==> config.mk <==
export PLATFORM = sky130hd
export DESIGN_NAME = edf_ready_queue_scheduler_top
export DESIGN_NICKNAME = d
export VERILOG_FILES = /design/src/hdl/edfq_pkg.sv /design/src/hdl/edfq_ctrl.sv /design/src/hdl/edfq_dp.sv /design/src/hdl/edf_ready_queue_scheduler_top.sv
export SDC_FILE = /design/constraint.sdc
export NUM_CORES = 1
export LEC_CHECK = 0
export BUFFER_PORTS_ARGS = -buffer_cell sky130_fd_sc_hd__buf_2
export CAP_MARGIN = 10
export CORE_UTILIZATION = 55
export CTS_CLUSTER_DIAMETER = 100
export CTS_CLUSTER_SIZE = 10
export DETAILED_ROUTE_END_ITERATION = 6
export HOLD_SLACK_MARGIN = 0.02
export PLACE_DENSITY = 0.73
export SYNTH_ARGS = -nofsm -noshare
export SYNTH_HDL_FRONTEND = slang
export SYNTH_SLANG_ARGS = --single-unit
==> constraint.sdc <==
create_clock -name clk -period 4 [get_ports clk]
set_clock_uncertainty 0.1 [all_clocks]
set_input_delay 0.4 -clock clk [delete_from_list [all_inputs] [get_ports clk]]
set_output_delay 0.4 -clock clk [all_outputs]
set_load 0.03 [all_outputs]
==> src/hdl/edfq_pkg.sv <==
// Shared types and constants of the EDF ready queue scheduler.
package edfq_pkg;

  localparam int MAX_TASKS_DEF = 8;
  localparam int TIME_BITS_DEF = 16;

  localparam int TASK_W     = 3;
  localparam int FIELD_W    = 16;
  localparam int COUNT_W    = 16;
  localparam int IN_DATA_W  = 40;
  localparam int OUT_DATA_W = 48;

  localparam logic MODE_TICK    = 1'b0;
  localparam logic MODE_RELEASE = 1'b1;

  typedef enum logic [2:0] {
    ST_IDLE,
    ST_UPDATE,
    ST_SCAN,
    ST_DRAIN,
    ST_RESULT
  } edfq_state_t;

  typedef struct packed {
    logic latch;
    logic update;
    logic scan_start;
    logic rd_en;
    logic load_out;
  } edfq_cmd_t;

  typedef struct packed {
    logic scan_last;
    logic out_free;
  } edfq_sts_t;

endpackage

==> src/hdl/edfq_ctrl.sv <==
// Sequencer for the EDF queue: accept, slot update, head scan, result load.
module edfq_ctrl (
  input  logic              clk,
  input  logic              rst_n,
  input  logic              in_tvalid,
  output logic              in_tready,
  input  edfq_pkg::edfq_sts_t sts,
  output edfq_pkg::edfq_cmd_t cmd
);
  import edfq_pkg::*;

  edfq_state_t state_r, state_nxt;

  always_ff @(posedge clk) begin
    if (!rst_n) begin
      state_r <= ST_IDLE;
    end else begin
      state_r <= state_nxt;
    end
  end

  always_comb begin
    state_nxt = state_r;
    unique case (state_r)
      ST_IDLE: begin
        if (in_tvalid) state_nxt = ST_UPDATE;
      end
      ST_UPDATE: state_nxt = ST_SCAN;
      ST_SCAN: begin
        if (sts.scan_last) state_nxt = ST_DRAIN;
      end
      ST_DRAIN: state_nxt = ST_RESULT;
      ST_RESULT: begin
        if (sts.out_free) state_nxt = ST_IDLE;
      end
      default: state_nxt = ST_IDLE;
    endcase
  end

  always_comb begin
    cmd       = '0;
    in_tready = 1'b0;
    unique case (state_r)
      ST_IDLE: begin
        in_tready = 1'b1;
        cmd.latch = in_tvalid;
      end
      ST_UPDATE: begin
        cmd.update     = 1'b1;
        cmd.scan_start = 1'b1;
      end
      ST_SCAN:   cmd.rd_en = 1'b1;
      ST_DRAIN:  cmd = '0;
      ST_RESULT: cmd.load_out = sts.out_free;
      default:   cmd = '0;
    endcase
  end

endmodule

==> src/hdl/edfq_dp.sv <==
// Datapath of the EDF queue: slot memory, valid bits, head search, counters, output register.
module edfq_dp #(
  parameter int MAX_TASKS = edfq_pkg::MAX_TASKS_DEF,
  parameter int TIME_BITS = edfq_pkg::TIME_BITS_DEF
) (
  input  logic                              clk,
  input  logic                              rst_n,
  input  edfq_pkg::edfq_cmd_t               cmd,
  output edfq_pkg::edfq_sts_t               sts,
  input  logic [edfq_pkg::IN_DATA_W-1:0]    in_tdata,
  input  logic                              in_tuser,
  output logic                              out_tvalid,
  input  logic                              out_tready,
  output logic [edfq_pkg::OUT_DATA_W-1:0]   out_tdata
);
  import edfq_pkg::*;

  localparam int IW    = $clog2(MAX_TASKS);
  localparam int ENT_W = 2 * TIME_BITS;

  // latched item
  logic                 item_mode_r;
  logic [TASK_W-1:0]    item_tid_r;
  logic [TIME_BITS-1:0] item_dl_r;
  logic [TIME_BITS-1:0] item_ex_r;

  // slot store: {deadline, remaining}
  logic [ENT_W-1:0]     mem [MAX_TASKS];
  logic [ENT_W-1:0]     rd_data_r;
  logic [MAX_TASKS-1:0] valid_r, valid_nxt;
  logic                 wr_en;
  logic [IW-1:0]        wr_addr;
  logic [ENT_W-1:0]     wr_data;

  // head search
  logic [IW-1:0]        cnt_r;
  logic                 cmp_en_r;
  logic [IW-1:0]        cmp_idx_r;
  logic                 best_vld_r;
  logic [IW-1:0]        best_idx_r;
  logic [TIME_BITS-1:0] best_dl_r;
  logic [TIME_BITS-1:0] best_rem_r;
  logic [TIME_BITS-1:0] cand_dl;
  logic                 cand_take;

  // per-item flags and totals
  logic                 completed_r, completed_nxt;
  logic [TASK_W-1:0]    comp_task_r, comp_task_nxt;
  logic                 missed_r, missed_nxt;
  logic [COUNT_W-1:0]   done_r, done_nxt;
  logic [COUNT_W-1:0]   miss_r, miss_nxt;

  logic                 out_vld_r;
  logic [OUT_DATA_W-1:0] out_data_r;

  logic [IW-1:0]        slot_idx;
  logic                 tid_ok;

  assign slot_idx = IW'(item_tid_r);
  assign tid_ok   = (32'(item_tid_r) < MAX_TASKS);

  always_ff @(posedge clk) begin
    if (cmd.latch) begin
      item_mode_r <= in_tuser;
      item_tid_r  <= in_tdata[TASK_W-1:0];
      item_dl_r   <= TIME_BITS'(in_tdata[TASK_W+FIELD_W-1:TASK_W]);
      item_ex_r   <= TIME_BITS'(in_tdata[TASK_W+2*FIELD_W-1:TASK_W+FIELD_W]);
    end
  end

  // slot update
  always_comb begin
    wr_en         = 1'b0;
    wr_addr       = slot_idx;
    wr_data       = {item_dl_r, item_ex_r};
    valid_nxt     = valid_r;
    completed_nxt = completed_r;
    comp_task_nxt = comp_task_r;
    missed_nxt    = missed_r;
    done_nxt      = done_r;
    miss_nxt      = miss_r;
    if (cmd.update) begin
      completed_nxt = 1'b0;
      comp_task_nxt = '0;
      missed_nxt    = 1'b0;
      if (item_mode_r == MODE_RELEASE) begin
        if (tid_ok) begin
          wr_en = 1'b1;
          valid_nxt[slot_idx] = 1'b1;
          if (valid_r[slot_idx]) begin
            missed_nxt = 1'b1;
            if (miss_r != '1) miss_nxt = miss_r + COUNT_W'(1);
          end
        end
      end else if (best_vld_r) begin
        wr_addr = best_idx_r;
        if (best_rem_r > TIME_BITS'(1)) begin
          wr_en   = 1'b1;
          wr_data = {best_dl_r, best_rem_r - TIME_BITS'(1)};
        end else begin
          valid_nxt[best_idx_r] = 1'b0;
          completed_nxt = 1'b1;
          comp_task_nxt = TASK_W'(best_idx_r);
          if (done_r != '1) done_nxt = done_r + COUNT_W'(1);
        end
      end
    end
  end

  always_ff @(posedge clk) begin
    if (wr_en) mem[wr_addr] <= wr_data;
    if (cmd.rd_en) rd_data_r <= mem[cnt_r];
  end

  always_ff @(posedge clk) begin
    if (!rst_n) begin
      valid_r     <= '0;
      done_r      <= '0;
      miss_r      <= '0;
      completed_r <= 1'b0;
      missed_r    <= 1'b0;
    end else begin
      valid_r     <= valid_nxt;
      done_r      <= done_nxt;
      miss_r      <= miss_nxt;
      completed_r <= completed_nxt;
      missed_r    <= missed_nxt;
    end
  end

  always_ff @(posedge clk) begin
    comp_task_r <= comp_task_nxt;
  end

  // linear scan, one slot per cycle; strict less-than keeps the lower id on ties
  assign cand_dl   = rd_data_r[ENT_W-1:TIME_BITS];
  assign cand_take = cmp_en_r && valid_r[cmp_idx_r] && (!best_vld_r || cand_dl < best_dl_r);
  assign sts.scan_last = (cnt_r == IW'(MAX_TASKS - 1));

  always_ff @(posedge clk) begin
    if (!rst_n) begin
      cnt_r      <= '0;
      cmp_en_r   <= 1'b0;
      best_vld_r <= 1'b0;
    end else begin
      cmp_en_r <= cmd.rd_en;
      if (cmd.scan_start) begin
        cnt_r      <= '0;
        best_vld_r <= 1'b0;
      end else begin
        if (cmd.rd_en) cnt_r <= cnt_r + IW'(1);
        if (cand_take) best_vld_r <= 1'b1;
      end
    end
  end

  always_ff @(posedge clk) begin
    cmp_idx_r <= cnt_r;
    if (cand_take && !cmd.scan_start) begin
      best_idx_r <= cmp_idx_r;
      best_dl_r  <= cand_dl;
      best_rem_r <= rd_data_r[TIME_BITS-1:0];
    end
  end

  // output register
  assign sts.out_free = !out_vld_r || out_tready;

  always_ff @(posedge clk) begin
    if (!rst_n) begin
      out_vld_r <= 1'b0;
    end else if (cmd.load_out) begin
      out_vld_r <= 1'b1;
    end else if (out_tready) begin
      out_vld_r <= 1'b0;
    end
  end

  always_ff @(posedge clk) begin
    if (cmd.load_out) begin
      out_data_r <= {7'b0, miss_r, done_r, missed_r, comp_task_r, completed_r,
                     best_vld_r ? TASK_W'(best_idx_r) : {TASK_W{1'b0}}, best_vld_r};
    end
  end

  assign out_tvalid = out_vld_r;
  assign out_tdata  = out_data_r;

endmodule

==> src/hdl/edf_ready_queue_scheduler_top.sv <==
// Top level of the EDF ready queue scheduler.
// An accepted item passes the states UPDATE, SCAN, DRAIN and RESULT before out_tvalid rises.
// A new item is accepted only after the result is loaded, so while results are taken at once the rate is
// set by the head search, which reads the slot memory one slot per cycle.
// A new item is taken while the previous result still waits in the output register.
// Synchronous active-low reset empties the queue and clears both totals.
module edf_ready_queue_scheduler_top #(
  parameter int MAX_TASKS = edfq_pkg::MAX_TASKS_DEF,
  parameter int TIME_BITS = edfq_pkg::TIME_BITS_DEF
) (
  input  logic                            clk,
  input  logic                            rst_n,
  input  logic                            in_tvalid,
  output logic                            in_tready,
  // task_id[2:0], abs_deadline[18:3], exec_time[34:19], zero fill
  input  logic [edfq_pkg::IN_DATA_W-1:0]  in_tdata,
  // mode[0]
  input  logic                            in_tuser,
  output logic                            out_tvalid,
  input  logic                            out_tready,
  // running_valid[0], running_task[3:1], completed[4], completed_task[7:5],
  // missed[8], done_total[24:9], miss_total[40:25], zero fill
  output logic [edfq_pkg::OUT_DATA_W-1:0] out_tdata
);
  import edfq_pkg::*;

  edfq_cmd_t cmd;
  edfq_sts_t sts;

  edfq_ctrl u_ctrl (
    .clk       (clk),
    .rst_n     (rst_n),
    .in_tvalid (in_tvalid),
    .in_tready (in_tready),
    .sts       (sts),
    .cmd       (cmd)
  );

  edfq_dp #(
    .MAX_TASKS (MAX_TASKS),
    .TIME_BITS (TIME_BITS)
  ) u_dp (
    .clk        (clk),
    .rst_n      (rst_n),
    .cmd        (cmd),
    .sts        (sts),
    .in_tdata   (in_tdata),
    .in_tuser   (in_tuser),
    .out_tvalid (out_tvalid),
    .out_tready (out_tready),
    .out_tdata  (out_tdata)
  );

endmodule

==> reports/qor.csv, run 1 <==
stage;metric;value;unit
setup_path;crit_fanout;44;
synthesis;synth_edf_count;403;
setup_path;crit_chain;inv_1 -> ha_1 -> o2111ai_1 -> o211ai_1 -> buf_12 -> o21ai_0;
global_routing;grt_max_degree;45;
cells_and_area;num-nets-final;1251;
synthesis;synth_cell_types;58;
synthesis;yosysSeqAreaShare;73.85;%
drt;drt-total-wl;33980;µm
cells_and_area;ff_latch_area;13190;µm²
floorplanning;die_w;182.2;µm
power_and_ir_drop;power_frac_seq;54.8;%
clock_tree;htree_levels;2;
clock_tree;cts_tree;yes;
setup_path;cpPeakStageDelay;0.75;ns
power_and_ir_drop;ir_drop;0.0003678;V
global_routing;grt_pass1_vias;9612;
hold_path;hold_class;in2reg;
status;status;completed;
drt;drtIter0Drc;822;
synthesis;syn_area;17850;µm²
power_and_ir_drop;p_sw;1.946;mW
global_routing;grt_pass1_wl;53340;µm
timing;setup_viol;0;
global_routing;overflow;0;
timing;whs;0.06997;ns
synthesis;async_flop_share;0;%
cells_and_area;fillers;2154;
synthesis;syn-instance-count;1042;
synthesis;ys_dominant_reg_cell;edfxtp_1;
placement;hpwl;18540;µm
clock_tree;insertion_delay;0.57;ns
power_and_ir_drop;power.leakage;6.806;nW
job;cap_violations;0;
timing;worst_pin_slew;1.183;ns
power_and_ir_drop;pwr-share-comb;3.4;%
setup_path;worstPathRequired;4.14;ns
synthesis;avgSynthCellArea;17.13;µm²
clock_tree;ctsRootBufferMaster;clkbuf_16;
power_and_ir_drop;p_clk_share;41.8;%
placement;portBuffers;82;
clock_tree;clk_path_buf_depth;3;
timing;fin_crit_sh;86.73;%
timing;hold_viol;0;
floorplanning;num_io_pins;95;
synthesis;yosys_warnings;0;
timing;finalCriticalPeriod;3.469;ns
timing;tns;0;ns
cells_and_area;drive_gt1_share;23.17;%
drt;wire_per_inst;21.16;µm
setup_path;arrival;3.61;ns
synthesis;ys_ff_latch;457;
power_and_ir_drop;p_int;7.777;mW
cells_and_area;diodes;0;
floorplanning;dieArea;33180;µm²
floorplanning;start_util;56.28;%
floorplanning;std_cell_rows;65;
floorplanning;die_h;182.2;µm
global_routing;grt_antenna_before_repair;0;
clock_tree;cts_buffers;51;
timing;fmax;0.2883;GHz
drt;vias;9531;
floorplanning;core_area;31720;µm²
placement;gp_congestion;0.8174;
drt;detail_route.first_pass.iterations;5;
timing;slew_violations;0;
drt;avgViaCountPerCell;5.935;
setup_path;crit_type;reg2reg;
drt;antenna_left;0;
power_and_ir_drop;sw_frac_of_total;20.02;%
clock_tree;clk_pin_slew;0.06;ns
timing;slew_headroom;21.12;%
drt;drc;0;
setup_path;worst_setup_path_start_kind;register;
global_routing;track_usage;21.27;%
power_and_ir_drop;p_per_area;471.7;nW/µm²
timing;rsz0062_at_grt;no;
cells_and_area;multiInputGateArea;4409;µm²
clock_tree;post_cts_buffers;0;
setup_path;worst_setup_path_end_kind;register;
clock_tree;numClockSinks;457;
setup_path;cp_slowest_cell;o2111ai_1;
cells_and_area;syn_to_final_growth;15.47;%
power by group through the flow:
stage,clock network [mW],logic [mW],registers [mW]
floorplan,0,0.228,5.40
global placement,0,0.295,5.42
detailed placement,0,0.304,5.43
CTS,4.14,0.333,5.33
global route,4.34,0.360,5.33
finish,4.06,0.330,5.33
layout by cell type (no fill, tap or decap), drive strengths merged, types with 14 or more instances in the layout:
cell and instances:
edfxtp 403, buf 100, nand2 71, clkbuf 69
mux4 66, o21ai 54, dfxtp 54, nor2 44
dlygate4sd3 36, mux2 35, a21oi 30, inv 26
ha 21, nor3 14, nand3 14, mux2i 14
per-layer routing:
layer,wire length (µm),track usage [%]
met4,687,6.084
met3,2456,3.492
met5,0,0
met1,14310,29.61
met2,16520,35.02
area by class of cell:
class | instances | share of cell area, %
Clock buffer | 69 | 6.623
Clock inverter | 3 | 0.2671
Inverter | 26 | 0.5342
Multi-Input combinational cell | 513 | 21.39
Sequential cell | 457 | 63.99
Tap cell | 402 | 2.440
Timing Repair Buffer | 136 | 4.759
sequential cells by signal, indices dropped and copies added (netlist names), 8 cells and up:
name	cells
u_dp.item_dl_r	16
u_dp.mem	256
u_dp.rd_data_r	32
u_dp.done_r	16
u_dp.valid_r	8
u_dp.item_ex_r	16
u_dp.best_rem_r	16
u_dp.miss_r	16
u_dp.best_dl_r	16
u_dp.out_tdata	41
final timing paths:
path	start	slack, ns	cells past startpoint	end
max	u_dp.best_rem_r[0]	0.53	6	u_dp.mem[6][23]
min	in_tvalid	0.07	3	u_ctrl.state_r[0]
max reg2reg	u_dp.best_rem_r[0]	0.53	6	u_dp.mem[6][23]
min reg2reg	u_dp.rd_data_r[12]	0.32	0	u_dp.best_rem_r[12]
worst max-delay path: cells and delay by family, from the launching register on:
kind            cells  cell delay [ns]
flops               1             0.45
compound gates      3             1.92
buf+inv             2             0.42
fa+ha+maj           1             0.24
synth_stat cells (3+ instances only):
| library cell | instances | area, µm² |
|---|---|---|
| nor2_1 | 44 | 165.2 |
| clkbuf_1 | 32 | 120.1 |
| nand4_1 | 12 | 75.07 |
| inv_1 | 24 | 90.09 |
| or3_1 | 10 | 62.56 |
| a31oi_1 | 4 | 25.02 |
| buf_1 | 6 | 22.52 |
| ha_1 | 21 | 262.8 |
| mux2_2 | 35 | 394.1 |
| mux4_2 | 66 | 1486 |
| or4_1 | 12 | 90.09 |
| a21oi_1 | 30 | 150.1 |
| o31ai_1 | 10 | 75.07 |
| nor3_1 | 14 | 70.07 |
| nand3_1 | 14 | 70.07 |
| mux2i_1 | 14 | 140.1 |
| a211oi_1 | 3 | 22.52 |
| nand2b_1 | 13 | 81.33 |
| xnor2_1 | 11 | 96.34 |
| o21ai_0 | 54 | 270.3 |
| and2_1 | 8 | 50.05 |
| dfxtp_1 | 54 | 1081 |
| nor2b_1 | 6 | 37.54 |
| and3_1 | 10 | 62.56 |
| buf_2 | 5 | 25.02 |
| nand2_1 | 70 | 262.8 |
| edfxtp_1 | 403 | 12100 |
| xor2_1 | 6 | 52.55 |
| buf_4 | 7 | 52.55 |
| nor4_1 | 8 | 50.05 |
stage by stage:
step | instance area, µm² | worst slack [ns] | total power [mW] | utilization [%] | cells
5_1_grt | 20610 | 0.2677 | 10.04 | 64.99 | 1606
2_1_floorplan | 17870 | 0.7171 | 5.625 | - | 1048
6_report | 20610 | 0.5309 | 9.723 | 64.99 | 1606
4_1_cts | 20610 | 0.6055 | 9.804 | 64.99 | 1606
3_3_place_gp | 18830 | 0.7213 | 5.719 | 59.37 | 1498
3_5_place_dp | 18830 | 0.5789 | 5.731 | 59.37 | 1498
logic make-up (layout without fill, tap and decap cells):
logic type | after synthesis | count (layout) | share of synthesized area (%)
DFF | 457 | 457 | 73.85
other | 1 | 7 | 0.02101
AOI/OAI and AO/OA | 121 | 121 | 3.981
buffers and inverters | 78 | 234 | 1.977
adders and majority gates | 21 | 21 | 1.472
muxes | 115 | 115 | 11.32
and+or+nand+nor | 232 | 232 | 6.547
xor gates and xnor gates | 17 | 17 | 0.8341
repair_timing:
action,in CTS,in global routing
gates resized for setup,0,0
hold endpoints to repair,36,0
endpoints found under the setup margin,0,0
hold buffers,36,0
Power figures use the tool's default switching activity.
==> run 2: changes to the inputs <==
- SYNTH_HIERARCHICAL: unset -> 1
==> run 2 against run 1 <==
Synthesized area is 0.78% higher. Register-to-register slack better by 0.096 ns. Total power is 0.66% higher. Highest routed layer unchanged.
==> reports/qor.csv, run 2 <==
stage;metric;value;unit
synthesis;avgSynthCellArea;17.59;µm²
synthesis;synth_edf_count;403;
timing;rsz0062_at_grt;no;
synthesis;async_flop_share;0;%
cells_and_area;mostFrequentLayoutCell;edfxtp_1;
timing;fmax;0.2964;GHz
drt;drt-total-wl;34740;µm
setup_path;crit_chain;or4_4 -> or4_1 -> nor2_1 -> o32a_1 -> nor2_4 -> buf_4;
drt;avgViaCountPerCell;5.825;
drt;detail_route.first_pass.iterations;5;
synthesis;ys_ff_latch;457;
timing;slew_violations;0;
drt;wire_per_inst;21.31;µm
placement;gp_congestion;0.8361;
synthesis;syn_area;17990;µm²
timing;tns;0;ns
setup_path;crit_type;reg2reg;
global_routing;grtUsageMet3;3.693;%
power_and_ir_drop;ir_drop;0.0003561;V
synthesis;yosysTopAreaCell;edfxtp_1;
synthesis;yosysMostFrequentCell;edfxtp_1;
cells_and_area;syn_to_final_growth;15.68;%
synthesis;synth_common_cells;403 x edfxtp_1, 66 x mux4_2, 54 x dfxtp_1, 50 x mux2_2, 45 x nor2_1;
clock_tree;ctsRootBufferMaster;clkbuf_16;
setup_path;cp_slowest_cell;or4_1;
global_routing;grt_pass1_wl;54370;µm
timing;slew_headroom;25.88;%
setup_path;cpPeakStageDelay;0.71;ns
cells_and_area;fin_util;65.28;%
setup_path;path_buf_inv;1;
setup_path;path_delay_family;simple AND/OR/NAND/NOR gates;
cells_and_area;top_register;u_dp/mem;
global_routing;grt_pass1_vias;9757;
global_routing;grt_max_degree;68;
synthesis;syn-instance-count;1023;
clock_tree;htree_levels;2;
timing;fin_crit_sh;84.33;%
floorplanning;std_cell_rows;65;
synthesis;synth_cell_types;61;
synthesis;yosysSeqAreaShare;73.28;%
cells_and_area;diodes;0;
synthesis;netlist.area_leader.share;67.27;%
setup_path;crit_fanout;24;
timing;setup_viol;0;
timing;hold_viol;0;
job;cap_violations;0;
global_routing;overflow;0;
cells_and_area;largest_reg_flops;256;
placement;portBuffers;82;
timing;worst_pin_slew;1.112;ns
floorplanning;num_io_pins;95;
global_routing;busiest_layer;met2;
setup_path;critPathLaunch;u_dp/best_rem_r[6];
drt;vias;9495;
cells_and_area;final_cell_mix;403 x edfxtp_1, 82 x buf_2, 66 x mux4_2;
hold_path;hp-start;out_tready;
floorplanning;start_util;56.43;%
clock_tree;cts_buffers;51;
power_and_ir_drop;power.leakage;6.784;nW
clock_tree;cts_tree;yes;
global_routing;use_met1;28.95;%
global_routing;track_usage;21.55;%
global_routing;use_met2;36.58;%
cells_and_area;num-nets-final;1240;
clock_tree;post_cts_buffers;0;
setup_path;rr_startpoint;u_dp/best_rem_r[6];
cells_and_area;fillers;2189;
hold_path;hold_class;in2reg;
clock_tree;numClockSinks;457;
clock_tree;insertion_delay;0.54;ns
setup_path;worst_setup_path_start_kind;register;
synthesis;yosys_warnings;6;
drt;drc;0;
drt;drtIter0Drc;738;
floorplanning;die_w;182.9;µm
placement;hpwl;19490;µm
power_and_ir_drop;p_per_area;470.3;nW/µm²
floorplanning;dieArea;33440;µm²
drt;antenna_left;0;
clock_tree;clk_path_buf_depth;3;
floorplanning;core_area;31880;µm²
clock_tree;clk_pin_slew;0.06;ns
global_routing;grt_antenna_before_repair;0;
setup_path;worst_setup_path_end_kind;register;
status;status;completed;
cells_and_area;drive_gt1_share;24.94;%
synthesis;synth_area_leaders;edfxtp_1 67%, mux4_2 8.3%, dfxtp_1 6.0%;
floorplanning;die_h;182.9;µm
setup_path;arrival;3.56;ns
setup_path;worstPathRequired;4.19;ns
timing;finalCriticalPeriod;3.373;ns
synthesis;ys_dominant_reg_cell;edfxtp_1;
[run 2: cell families (layout without fill, tap and decap cells)]
family                     Yosys count  after routing  share of synthesized area, %
AOI/OAI and AO/OA                   97             97                         3.484
xor gates and xnor gates            18             18                        0.8764
adders and majority gates           21             21                         1.461
buffers and inverters               74            240                         1.808
DFF                                457            457                         73.28
muxes                              134            134                         12.39
other                                1              7                       0.02085
and+or+nand+nor                    221            221                         6.677
[run 2: final timing paths]
path / endpoint / slack [ns] / cells past startpoint
max: u_dp/mem[4][27] / 0.63 / 6
min: u_dp/out_tvalid / 0.09 / 3
min reg2reg: u_dp/best_rem_r[7] / 0.32 / 0
max reg2reg: u_dp/mem[4][27] / 0.63 / 6
[run 2: through the flow]
stage          area (µm²)  worst slack (ns)  cells  hold WS, ns  power (mW)
2_1_floorplan       18020            0.2274   1029       0.2540       5.715
3_3_place_gp        19040            0.7289   1519       0.3019       5.834
3_5_place_dp        19040            0.6169   1519       0.3045       5.847
4_1_cts             20810            0.6105   1629      0.07654       9.863
5_1_grt             20810            0.5103   1630       0.1028       10.10
6_report            20810            0.6267   1630      0.08784       9.787
[run 2: worst min-delay path, stage by stage]
cell and delay, ns:
buf_2 0.07, nand2b_1 0.12, a21oi_1 0.08
[run 2: power breakdown]
group | total, mW | internal [mW] | switching, mW
Clock | 4.01 | 2.35 | 1.66
Sequential | 5.35 | 5.30 | 0.0518
Combinational | 0.421 | 0.183 | 0.238
Total | 9.79 | 7.84 | 1.95
[run 2: layout make-up]
type / instances / area (µm²) / area share [%]
Multi-Input combinational cell: 498 / 4619 / 22.20
Inverter: 26 / 97.59 / 0.4689
Sequential cell: 457 / 13190 / 63.37
Clock buffer: 71 / 1373 / 6.595
Timing Repair Buffer: 140 / 958.4 / 4.605
Tap cell: 435 / 544.3 / 2.615
Clock inverter: 3 / 30.03 / 0.1443
[run 2: what timing repair did]
action,CTS,global route
resized for setup,0,0
hold endpoints to repair,36,0
hold buffers,36,0
[run 2: per-layer routing]
metal  vias to the layer above  wire length (µm)
met2                       298             17350
met4                         0               659
met1                      4807             14860
li1                       4334                 -
met5                         -                 0
met3                        56              1864
